### src/design/lha_pkg.sv
// Shared types and constants for the luma histogram auto levels block.
package lha_pkg;

    localparam int LUMA_W     = 8;
    localparam int BINS       = 256;
    localparam int THR_W      = 7;
    localparam int CFG_ADDR_W = 3;
    localparam int CFG_DATA_W = 8;

    localparam logic [LUMA_W-1:0] LUMA_MAX = LUMA_W'(BINS - 1);

    // Configuration register indexes
    localparam logic [CFG_ADDR_W-1:0] REG_REMAP_ENABLE      = 3'd0;
    localparam logic [CFG_ADDR_W-1:0] REG_AUTO_ENABLE       = 3'd1;
    localparam logic [CFG_ADDR_W-1:0] REG_REMAP_LOW         = 3'd2;
    localparam logic [CFG_ADDR_W-1:0] REG_REMAP_HIGH        = 3'd3;
    localparam logic [CFG_ADDR_W-1:0] REG_THRESHOLD_PERCENT = 3'd4;

    // Register values seen by the level search
    typedef struct packed {
        logic              remap_enable;
        logic              auto_enable;
        logic [LUMA_W-1:0] remap_low;
        logic [LUMA_W-1:0] remap_high;
        logic [THR_W-1:0]  threshold_percent;
    } scan_cfg_t;

    // Frame control toward the histogram store
    typedef struct packed {
        logic              pix_valid;
        logic [LUMA_W-1:0] luma;
        logic              clear_start;
    } hist_ctrl_t;

endpackage

### src/design/lha_scan.sv
// Level search: cumulative scans over the bin memory and the result register.
module lha_scan #(
    parameter int COUNT_WIDTH = 24
) (
    input  logic                         clk,
    input  logic                         rst_n,
    input  logic                         start,
    input  lha_pkg::scan_cfg_t           cfg,
    input  logic [COUNT_WIDTH-1:0]       pixel_count,
    input  logic [COUNT_WIDTH-1:0]       rd_data,
    output logic [lha_pkg::LUMA_W-1:0]   scan_addr,
    output logic                         m_tvalid,
    input  logic                         m_tready,
    output logic [lha_pkg::LUMA_W-1:0]   level_low,
    output logic [lha_pkg::LUMA_W-1:0]   level_high,
    output logic                         done
);
    import lha_pkg::*;

    // acc*100 needs 8 bits for 256 bins plus 7 for the factor
    localparam int ACC_W = COUNT_WIDTH + 15;
    localparam int LIM_W = COUNT_WIDTH + THR_W;

    localparam logic [2:0] S_IDLE  = 3'd0;
    localparam logic [2:0] S_SETUP = 3'd1;
    localparam logic [2:0] S_LO    = 3'd2;
    localparam logic [2:0] S_HI    = 3'd3;
    localparam logic [2:0] S_EMIT  = 3'd4;

    logic [2:0]        state_reg,     state_next;
    logic [LUMA_W-1:0] lo_reg,        lo_next;
    logic [LUMA_W-1:0] hi_reg,        hi_next;
    logic [LUMA_W-1:0] addr_reg,      addr_next;
    logic [LUMA_W-1:0] ev_addr_reg,   ev_addr_next;
    logic              ev_valid_reg,  ev_valid_next;
    logic              issue_reg,     issue_next;
    logic [ACC_W-1:0]  acc_reg,       acc_next;
    logic [LIM_W-1:0]  limit_reg,     limit_next;
    logic              out_valid_reg, out_valid_next;
    logic [LUMA_W-1:0] out_lo_reg,    out_lo_next;
    logic [LUMA_W-1:0] out_hi_reg,    out_hi_next;

    logic [ACC_W-1:0]  d100;
    logic [ACC_W-1:0]  acc_sum;
    logic              pass;
    logic [LUMA_W-1:0] lo_fin;
    logic [LUMA_W-1:0] hi_stop;
    logic              slot_free;

    // Bin times 100 as shifted adds, then the running sum and the limit test
    assign d100    = (ACC_W'(rd_data) << 6) + (ACC_W'(rd_data) << 5) + (ACC_W'(rd_data) << 2);
    assign acc_sum = acc_reg + d100;
    assign pass    = (acc_sum <= ACC_W'(limit_reg));
    assign lo_fin  = pass ? ev_addr_reg : lo_reg;
    assign hi_stop = lo_reg + LUMA_W'(1);
    assign slot_free = !out_valid_reg || m_tready;

    // Sequencer: one read issued per cycle, its bin evaluated the next
    always_comb
    begin
        state_next     = state_reg;
        lo_next        = lo_reg;
        hi_next        = hi_reg;
        addr_next      = addr_reg;
        ev_addr_next   = ev_addr_reg;
        ev_valid_next  = 1'b0;
        issue_next     = issue_reg;
        acc_next       = acc_reg;
        limit_next     = limit_reg;
        out_valid_next = out_valid_reg;
        out_lo_next    = out_lo_reg;
        out_hi_next    = out_hi_reg;
        done           = 1'b0;

        if (out_valid_reg && m_tready)
        begin
            out_valid_next = 1'b0;
        end

        unique case (state_reg)
            S_IDLE:
            begin
                if (start)
                begin
                    state_next = S_SETUP;
                end
            end
            S_SETUP:
            begin
                lo_next    = cfg.remap_enable ? cfg.remap_low  : '0;
                hi_next    = cfg.remap_enable ? cfg.remap_high : LUMA_MAX;
                limit_next = LIM_W'(cfg.threshold_percent) * LIM_W'(pixel_count);
                acc_next   = '0;
                addr_next  = lo_next;
                issue_next = 1'b0;
                if (cfg.auto_enable && (pixel_count != '0))
                begin
                    issue_next = 1'b1;
                    state_next = S_LO;
                end
                else
                begin
                    state_next = S_EMIT;
                end
            end
            S_LO:
            begin
                ev_valid_next = issue_reg;
                ev_addr_next  = addr_reg;
                if (issue_reg)
                begin
                    addr_next  = addr_reg + LUMA_W'(1);
                    issue_next = (addr_reg != LUMA_MAX);
                end
                if (ev_valid_reg && pass)
                begin
                    lo_next  = ev_addr_reg;
                    acc_next = acc_sum;
                end
                // Low level settled: restart from the high start
                if (ev_valid_reg && (!pass || (ev_addr_reg == LUMA_MAX)))
                begin
                    acc_next      = '0;
                    ev_valid_next = 1'b0;
                    addr_next     = hi_reg;
                    if (hi_reg > lo_fin)
                    begin
                        issue_next = 1'b1;
                        state_next = S_HI;
                    end
                    else
                    begin
                        issue_next = 1'b0;
                        state_next = S_EMIT;
                    end
                end
            end
            S_HI:
            begin
                ev_valid_next = issue_reg;
                ev_addr_next  = addr_reg;
                if (issue_reg)
                begin
                    addr_next  = addr_reg - LUMA_W'(1);
                    issue_next = (addr_reg != hi_stop);
                end
                if (ev_valid_reg && pass)
                begin
                    hi_next  = ev_addr_reg;
                    acc_next = acc_sum;
                end
                if (ev_valid_reg && (!pass || (ev_addr_reg == hi_stop)))
                begin
                    ev_valid_next = 1'b0;
                    issue_next    = 1'b0;
                    state_next    = S_EMIT;
                end
            end
            S_EMIT:
            begin
                if (slot_free)
                begin
                    out_valid_next = 1'b1;
                    out_lo_next    = lo_reg;
                    out_hi_next    = hi_reg;
                    done           = 1'b1;
                    state_next     = S_IDLE;
                end
            end
            default:
            begin
                state_next = S_IDLE;
            end
        endcase
    end

    always_ff @(posedge clk or negedge rst_n)
    begin
        if (!rst_n)
        begin
            state_reg     <= S_IDLE;
            ev_valid_reg  <= 1'b0;
            issue_reg     <= 1'b0;
            out_valid_reg <= 1'b0;
        end
        else
        begin
            state_reg     <= state_next;
            ev_valid_reg  <= ev_valid_next;
            issue_reg     <= issue_next;
            out_valid_reg <= out_valid_next;
        end
    end

    always_ff @(posedge clk)
    begin
        lo_reg      <= lo_next;
        hi_reg      <= hi_next;
        addr_reg    <= addr_next;
        ev_addr_reg <= ev_addr_next;
        acc_reg     <= acc_next;
        limit_reg   <= limit_next;
        out_lo_reg  <= out_lo_next;
        out_hi_reg  <= out_hi_next;
    end

    assign scan_addr  = addr_reg;
    assign m_tvalid   = out_valid_reg;
    assign level_low  = out_lo_reg;
    assign level_high = out_hi_reg;

`ifndef NO_ASSERTIONS
    a_eval_only_in_scan: assert property (@(posedge clk) disable iff (!rst_n)
        ev_valid_reg |-> ((state_reg == S_LO) || (state_reg == S_HI)))
        else $error("bin evaluated outside a scan");

    a_high_scan_above_low: assert property (@(posedge clk) disable iff (!rst_n)
        ((state_reg == S_HI) && ev_valid_reg) |-> (ev_addr_reg > lo_reg))
        else $error("high scan reached the low level");

    a_start_when_idle: assert property (@(posedge clk) disable iff (!rst_n)
        start |-> (state_reg == S_IDLE))
        else $error("frame end while search still running");

    a_result_from_emit: assert property (@(posedge clk) disable iff (!rst_n)
        $rose(out_valid_reg) |-> ($past(state_reg) == S_EMIT))
        else $error("result raised outside emit");
`endif

endmodule

### config.mk
export PLATFORM = sky130hd
export DESIGN_NAME = lha_scan
export DESIGN_NICKNAME = d
export VERILOG_FILES = /design/src/design/lha_pkg.sv /design/src/design/lha_scan.sv
export SDC_FILE = /design/constraint.sdc
export NUM_CORES = 1
export LEC_CHECK = 0
export ABC_AREA = 1
export BUFFER_PORTS_ARGS = -buffer_cell sky130_fd_sc_hd__buf_2
export CAP_MARGIN = 10
export CORE_ASPECT_RATIO = 0.5
export CORE_MARGIN = 1.5
export CORE_UTILIZATION = 35
export CTS_CLUSTER_DIAMETER = 30
export DETAILED_ROUTE_END_ITERATION = 16
export PLACE_DENSITY = 0.59
export SYNTH_ARGS = -nofsm -noshare
export SYNTH_HDL_FRONTEND = slang
export SYNTH_SLANG_ARGS = --single-unit
### constraint.sdc
create_clock -name clk -period 5.2 [get_ports clk]
set_input_delay 0.52 -clock clk [delete_from_list [all_inputs] [get_ports clk]]
set_output_delay 0.52 -clock clk [all_outputs]
set_load 0.005 [all_outputs]
Word-level counts from Yosys, hierarchy flattened

Index checks and enable logic that the tools add are counted.

Muxes and demuxes: 35
Divide/modulo/power cells: 0
Bitwise operators: 0
Shift-type cells: 0
Equal/unequal tests: 16
$lt $le $gt $ge: 2
Multipliers: 1
Add/subtract/negate cells: 6
Reduce and logical (&&, ||, !) cells: 21

Operators with widths:

| cell                                                                  | count |
|---|---|
| 39-bit case mux with 3 select lines                                   | 1 |
| 39-bit 2-to-1 mux                                                     | 2 |
| 8-bit 2-to-1 mux                                                      | 7 |
| 39-bit by 32-bit adder with 39-bit output                             | 1 |
| 39-bit by 31-bit less-or-equal comparator with 1-bit output           | 1 |
| 31-bit by 26-bit adder with 32-bit output                             | 1 |
| 8-bit case mux with 2 select lines                                    | 2 |
| 30-bit by 29-bit adder with 31-bit output                             | 1 |
| 7-bit by 24-bit multiplier with 31-bit output                         | 1 |
| 8-bit case mux with 3 select lines                                    | 1 |
| 24-bit nonzero test                                                   | 1 |
| 3-bit 2-to-1 mux                                                      | 6 |
| 8-bit by 1-bit adder with 8-bit output, second input constant         | 2 |
| 3-bit case mux with 5 select lines                                    | 1 |
| 2-bit != test, second input constant                                  | 7 |
| 1-bit 2-to-1 mux                                                      | 13 |
| 8-bit equality test                                                   | 1 |
| 8-bit equality test, second input constant                            | 1 |
| 8-bit > comparator                                                    | 1 |
| 8-bit != test                                                         | 1 |
| 8-bit != test, second input constant                                  | 1 |
| 8-bit by 1-bit subtractor with 8-bit output, second input constant    | 1 |
| 3-bit by 2-bit equality test with 1-bit output, second input constant | 2 |
| 2-bit AND reduction                                                   | 3 |
| 14 further kinds                                                      | 22 |

Memories: 0
Output and inout port bits: 26
Bits in read-only memories: 0
RAM bits: 0
Latch bits: 0
Register bits: 124
Bits of input ports: 77
Logic and storage cells: 93

Longest topological paths before layout

Gate-level depths: netlist (run 1).

Depth after elaboration: 9
Gate-level depth with buffers: 43
Mapped depth without buffers: 43

Worst setup path after synthesis (run 1)

No wires, ideal clock.

Kind: input port to flip-flop
From: input rd_data[6]
To: register issue_reg
Data arrival time: 5585 ps
Setup time: 65 ps
Setup slack: -450 ps
Cell stages on the path: 39
Required time: 5135 ps
Buffers on the path: 1
Cells stage by stage: inv_1 > fa_1 > fa_1 > inv_1 > ha_1 > nand2_1 > inv_1 > nand2_1 > nand2_1 > a21oi_1 > nand2_2 > nand2_1 > nand2_2 > xor2_1 > ha_1 > nand2_1 > nor4_1 > nand2_1 > [... 3 more ...] > nand2_1 > nand3_1 > nor2_4 > nand2_1 > clkbuf_1 > a21oi_1 > ha_1 > nand2_1 > o21ai_0 > nand2_1 > o211ai_1 > o21ai_0 > or2_2 > nand2_1 > nand2_1 > nand2_1 > nand2_1 > nand2_1

Cells in the longest elaborated chain, start to end: 9
Elaborated cells on any way between the ends: 15
Classes of those cells: add/sub: 3; order compare: 2; mux: 5; reduce/logical: 5

Ends and longest elaborated chain:

| element                                                       | RTL line                                         | RTL |
|---|---|---|
| from (decl)                                                   | lha_scan.sv:10                                   | `input logic [COUNT_WIDTH-1:0] rd_data,` |
| 30-bit by 29-bit adder with 31-bit output                     | lha_scan.sv:51                                   | `assign d100 = (ACC_W'(rd_data) << 6) + (ACC_W'(rd_data) << 5) + (ACC_W'(rd_data) << 2);` |
| 31-bit by 26-bit adder with 32-bit output *                   | lha_scan.sv:51                                   |  |
| 39-bit by 32-bit adder with 39-bit output *                   | lha_scan.sv:52                                   | `assign acc_sum = acc_reg + d100;` |
| 39-bit by 31-bit less-or-equal comparator with 1-bit output * | lha_scan.sv:53                                   | `assign pass = (acc_sum <= ACC_W'(limit_reg));` |
| 8-bit 2-to-1 mux or 1-bit logical NOT (tied branches)         | lha_scan.sv:54, lha_scan.sv:121, lha_scan.sv:152 |  |
| 8-bit > comparator, or another cell as far along              | lha_scan.sv:126                                  | `if (hi_reg > lo_fin)` |
| 1-bit 2-to-1 mux, or another cell as far along                | lha_scan.sv:126                                  |  |
| 1-bit 2-to-1 mux, on equally long branches                    | lha_scan.sv:121, lha_scan.sv:152                 |  |
| 1-bit case mux with 3 select lines *                          | lha_scan.sv:80                                   | `unique case (state_reg)` |
| to (signal assigned)                                          | lha_scan.sv:190                                  | `issue_reg <= issue_next;` |
| to (decl)                                                     | lha_scan.sv:36                                   | `logic issue_reg, issue_next;` |

Mark *: on every way between the ends. The rest lies on a longest branch, timed or not.
A chain may end at the register's enable or synchronous reset.

Final worst setup path (run 1)

From: input rd_data[11]
To: register issue_reg

The elaborated chain is that of the path after synthesis.

==> impl_metrics.json, run 1 <==
{
  "status": "finished with violations",
  "failed_checks": "setup timing",
  "initial_core_util": 0.359,
  "nFillCells": 4197,
  "std_cell_rows": 53,
  "grt_pass1_vias": 12900,
  "routed_wl_um": 42200,
  "vias_per_cell": 4.74,
  "yosysWarnings": 0,
  "drt_iter0_drc": 990,
  "max_cap_viol_count": 0,
  "clock_latency_ns": 0.44,
  "vias": 13000,
  "path_common_cell": "nand2_1",
  "end_kind": "register",
  "gp_congestion": 0.922,
  "cp_slowest_cell": "fa_1",
  "syn_inst": 1881,
  "cts_made_buffers": 17,
  "hold_viol": 0,
  "track_usage": 0.188,
  "final_common_cell": "nand2_1",
  "cp_data_required_time_ns": 5.57,
  "clock-sinks": 124,
  "utilization": 0.461,
  "fin_crit_sh": 1.08,
  "cts_tree": "yes",
  "fp.dieArea_um2": 44900,
  "layout.nets": 2513,
  "grt_max_degree": 41,
  "netlist_area_um2": 15200,
  "core_um2": 42400,
  "diodes": 0,
  "synth_cell_type_count": 52,
  "wire_per_inst_um": 15.4,
  "final_cell_mix": "nand2_1 (403), inv_1 (373), buf_4 (196), fa_1 (150), edfxtp_1 (118)",
  "post-route-drc-count": 0,
  "cp_max_fo": 8,
  "die_w_um": 298,
  "largest_reg_flops": 39,
  "final.setup_skew_ns": 0.0147,
  "io_pins": 103,
  "grt-ovfl-total": 0,
  "die_h_um": 151,
  "period_needed_ns": 5.62,
  "syn_nets": 2243,
  "post_route_cells_drive_above_1_share": 0.267,
  "cts_root_buffer": "clkbuf_16",
  "place_area_um2": 17900,
  "clk_pin_slew_ns": 0.07,
  "synthFlopType": "edfxtp_1",
  "critPathKind": "input port to register",
  "synthArstFlopShare": 0.0484,
  "cp.arrival_ns": 5.99,
  "pre_cts_slack_ns": -1.04,
  "io_buffers": 102,
  "min-delay-path-class": "input port to register",
  "grt_pass1_wl_um": 67200,
  "syn_to_final_growth_pct": 28.3,
  "dp_hpwl_um": 33900,
  "maxSlewHeadroom": 0.369,
  "antenna_found_initial": 0,
  "rsz0062_at_grt": "yes",
  "htreeDepth": 4,
  "drv_slew": 0,
  "ant_nets": 0,
  "layout_setup_ws_ns": -0.417,
  "startpoint_type": "input port",
  "fin_area_um2": 19600,
  "setup_viol": 4,
  "fmaxAchievable_mhz": 178,
  "synth_edf_count": 118,
  "worst_pin_slew_ns": 0.943,
  "cts_buffer_depth": 2,
  "synth-seq-cells": 124,
  "synth_seq_area_share": 0.242,
  "slowest_delay_ns": 0.57,
  "dr.pass1.iters": 6,
  "synth.avg_cell_area_um2": 8.10
}
cell usage after synthesis (2+ instances only):
| library cell | n | area share |
|---|---|---|
| nor2_4 | 2 | 0.0015 |
| nand3_2 | 3 | 0.0020 |
| a211oi_2 | 16 | 0.013 |
| buf_6 | 7 | 0.0052 |
| inv_2 | 4 | 0.00098 |
| clkbuf_1 | 34 | 0.0084 |
| o211ai_1 | 6 | 0.0030 |
| a21o_1 | 2 | 0.00098 |
| inv_1 | 398 | 0.098 |
| nor2_1 | 128 | 0.032 |
| o21ai_1 | 5 | 0.0016 |
| and3_1 | 3 | 0.0012 |
| mux2i_1 | 11 | 0.0072 |
| xor2_1 | 57 | 0.033 |
| o21ai_0 | 71 | 0.023 |
| o21bai_1 | 7 | 0.0034 |
| nor2_2 | 7 | 0.0029 |
| buf_1 | 2 | 0.00049 |
| nand2_2 | 7 | 0.0029 |
| a21oi_1 | 96 | 0.032 |
| xnor2_1 | 14 | 0.0080 |
| o22ai_1 | 7 | 0.0029 |
| edfxtp_1 | 118 | 0.23 |
| nor3_2 | 7 | 0.0046 |
| a31oi_1 | 12 | 0.0049 |
| nand4_1 | 11 | 0.0045 |
| a21boi_0 | 2 | 0.00098 |
| clkbuf_2 | 7 | 0.0023 |
| nor4_1 | 12 | 0.0049 |
| ha_1 | 131 | 0.11 |
| dfrtp_1 | 6 | 0.0099 |
| and2_1 | 2 | 0.00082 |
| fa_1 | 154 | 0.20 |
| nor3_1 | 11 | 0.0036 |
| nand2_1 | 449 | 0.11 |
| nand3_1 | 53 | 0.017 |
| buf_2 | 3 | 0.00098 |
| o2111ai_1 | 2 | 0.0011 |
critical path: cells and delay by family:
kind	cells	cell delay, ns
xor gates and xnor gates	1	0.10
adders and majority gates	5	1.86
AOI/OAI and AO/OA	6	0.85
buffers and inverters	3	0.35
and+or+nand+nor	22	2.31
metrics by stage:
| step | hold slack [ns] | instances | setup TNS (ns) |
|---|---|---|---|
| global route | 0.289 | 2741 | -4.94 |
| finish | 0.281 | 2741 | -1.49 |
| global placement | 0.353 | 2691 | -28.06 |
| detailed placement | 0.356 | 2691 | -30.03 |
| CTS | 0.265 | 2737 | -0.728 |
| floorplan | 0.224 | 1881 | -0.296 |
path summary, 6_finish.rpt:
path	to	cells after the start	slack, ns	startpoint
min in group asynchronous	m_tvalid	2	0.44	rst_n
hold / removal	m_tvalid	2	0.28	m_tready
max in group asynchronous	issue_reg	2	4.61	rst_n
setup reg to reg	issue_reg	35	-0.37	acc_reg[5]
setup / recovery	issue_reg	37	-0.42	rd_data[11]
hold reg to reg	level_low[6]	0	0.47	lo_reg[6]
layer usage:
metal  up-vias  global-route usage  routed length [µm]  part of all wire
li1       6449                   -                   -                 -
met1      6272               0.283               21700              0.52
met2       240               0.291               18100              0.43
met3        25              0.0211                2020             0.048
met4         0              0.0322                 361            0.0086
met5         -                   0                   0                 0
final cells by class:
class                      instances  area, µm²  area share
clock buffer                      17        425      0.0218
tap                              577        722      0.0369
inverter                         403       1540      0.0787
clock inverter                    15        151     0.00774
timing repair buffer             304       2070       0.106
sequential                       124       3690       0.189
multi-input combinational       1301      11000       0.560
timing repair:
action	in CTS	in global routing
setup buffers	19	4
endpoints found under the hold margin	6	0
resized for setup	81	104
pin swaps	44	73
setup endpoints to repair	4	74
cloned	1	0
hold buffers	1	0
logic make-up after synthesis:
| logic type | synth area share |
|---|---|
| and+or+nand+nor | 0.191 |
| buffers and inverters | 0.117 |
| adders and majority gates | 0.310 |
| AOI/OAI and AO/OA | 0.0913 |
| DFF | 0.242 |
| xor gates and xnor gates | 0.0408 |
| muxes | 0.00723 |
Power of run 1 is not shown: default switching activity piles up to over one toggle a cycle in this logic, so the estimate is an artifact.
==> run 2: changes to the inputs <==
CORE_ASPECT_RATIO = 0.6   (was 0.5)
==> impl_metrics.json, run 2 (synthesized netlist as in run 1, its figures left out) <==
{
  "status": "finished with violations",
  "failed_checks": "setup timing",
  "cts_root_buffer": "clkbuf_16",
  "hold_end": "m_tvalid",
  "drv_slew": 0,
  "grt-ovfl-total": 0,
  "worst_pin_slew_ns": 0.838,
  "clock-sinks": 124,
  "largest_reg_flops": 39,
  "vias_per_cell": 4.96,
  "syn_to_final_growth_pct": 30.8,
  "ant_nets": 0,
  "path_common_cell": "nand2_1",
  "max_cap_viol_count": 0,
  "fmaxAchievable_mhz": 177,
  "utilization": 0.471,
  "cp_slowest_cell": "fa_1",
  "cp_data_required_time_ns": 5.58,
  "worst_r2r_endpoint": "issue_reg",
  "core_um2": 42400,
  "cts_buffer_depth": 2,
  "die_w_um": 272,
  "cp_max_fo": 8,
  "grt_pass1_vias": 13500,
  "r2r_setup_slack_ns": -0.39,
  "dr.pass1.iters": 5,
  "antenna_found_initial": 1,
  "final.setup_skew_ns": 0.0116,
  "hold_viol": 0,
  "post-route-drc-count": 0,
  "grt_pass1_wl_um": 73200,
  "drt_iter0_drc": 1231,
  "dp_hpwl_um": 37100,
  "die_h_um": 165,
  "r2r_start": "acc_reg[5]",
  "min_from": "m_tready",
  "cts_made_buffers": 17,
  "startpoint_type": "input port",
  "cp.arrival_ns": 6.03,
  "cp_top_family": "adder cells",
  "path_buf_inv": 5,
  "track_usage": 0.212,
  "layout.nets": 2552,
  "rsz0062_at_grt": "yes",
  "clk_pin_slew_ns": 0.06,
  "diodes": 0,
  "post_route_cells_drive_above_1_share": 0.271,
  "io_buffers": 102,
  "fp.dieArea_um2": 44800,
  "clock_latency_ns": 0.44,
  "layout_setup_ws_ns": -0.451,
  "gp_congestion": 0.961,
  "io_pins": 103,
  "routed_wl_um": 48300,
  "wire_per_inst_um": 17.4,
  "final_cell_mix": "nand2_1 (407), inv_1 (370), buf_4 (215), fa_1 (149), edfxtp_1 (118)",
  "setup_viol": 15,
  "nFillCells": 4099,
  "grt_max_degree": 45,
  "std_cell_rows": 58,
  "period_needed_ns": 5.65,
  "reg2reg_depth": 32,
  "min-delay-path-class": "input port to register",
  "vias": 13700,
  "cts_tree": "yes",
  "fin_crit_sh": 1.09,
  "htreeDepth": 4,
  "end_kind": "register",
  "slowest_delay_ns": 0.52,
  "maxSlewHeadroom": 0.439,
  "final_common_cell": "nand2_1",
  "critPathKind": "input port to register",
  "worstHoldPathCells": 2,
  "initial_core_util": 0.360
}
-- run 2: cell types whose count changed in the layout (fill, tap and decap cells not counted), moves of 6 or more --
cell / change
a21oi_1: +6
a21oi_2: -8
buf_12: +11
buf_4: +19
ha_1: +7
ha_4: -7
inv_6: -6
nor2_2: -6
-- run 2: how the worst max path moves through the flow --
stage	from	end	slack (ns)	depth (start not counted)
floorplan	rd_data[11]	issue_reg	-0.11	40
finish	rd_data[17]	issue_reg	-0.45	38
global route	rd_data[6]	issue_reg	-0.74	42
global placement	rd_data[19]	state_reg[2]	-0.95	32
CTS	rd_data[14]	issue_reg	-0.25	38
detailed placement	rd_data[11]	state_reg[1]	-0.94	35
-- run 2: layer usage --
| layer | wire length (µm) | share of wire | vias up | GRT usage |
|---|---|---|---|---|
| met5 | 69 | 0.0014 | - | 0.0121 |
| met4 | 527 | 0.011 | 2 | 0.0346 |
| met3 | 4940 | 0.10 | 47 | 0.0571 |
| met2 | 19200 | 0.40 | 481 | 0.294 |
| met1 | 23500 | 0.49 | 6675 | 0.326 |
| li1 | - | - | 6534 | - |
-- run 2: worst reg2reg max path, delay by kind of cell (launching register included) --
| family | cells | cell delay [ns] |
|---|---|---|
| xor gates and xnor gates | 1 | 0.28 |
| adders and majority gates | 5 | 1.84 |
| buffers and inverters | 2 | 0.26 |
| DFF | 1 | 0.42 |
| and+or+nand+nor | 20 | 2.35 |
| AOI/OAI and AO/OA | 4 | 0.40 |
-- run 2: what timing repair did --
action | CTS | global route
resized for setup | 78 | 123
buffers inserted | 33 | 16
setup endpoints to repair | 51 | 78
pin swaps | 60 | 64
hold buffers | 1 | 0
cloned | 1 | 6
hold endpoints to repair | 6 | 0
-- run 2: per-stage QoR --
stage                     hold slack (ns)  TNS (ns)  cell area (µm²)  worst slack, ns  std cells
after floorplan                     0.224    -0.296            15600           -0.112       1881
after global placement              0.365    -41.28            18000           -0.949       2689
after detailed placement            0.366    -40.01            18000           -0.945       2689
after CTS                           0.259     -1.72            19100           -0.248       2753
after global routing                0.278    -14.63            19900           -0.737       2771
final                               0.291     -4.31            19900           -0.451       2771
-- run 2: layout make-up --
class / count / area (µm²) / area share
multi-input combinational: 1301 / 10900 / 0.546
sequential: 124 / 3690 / 0.185
timing repair buffer: 343 / 2610 / 0.131
inverter: 403 / 1540 / 0.0770
tap: 570 / 713 / 0.0358
clock buffer: 21 / 440 / 0.0221
clock inverter: 9 / 51.3 / 0.00257
Power of run 2 is left out for the same reason.
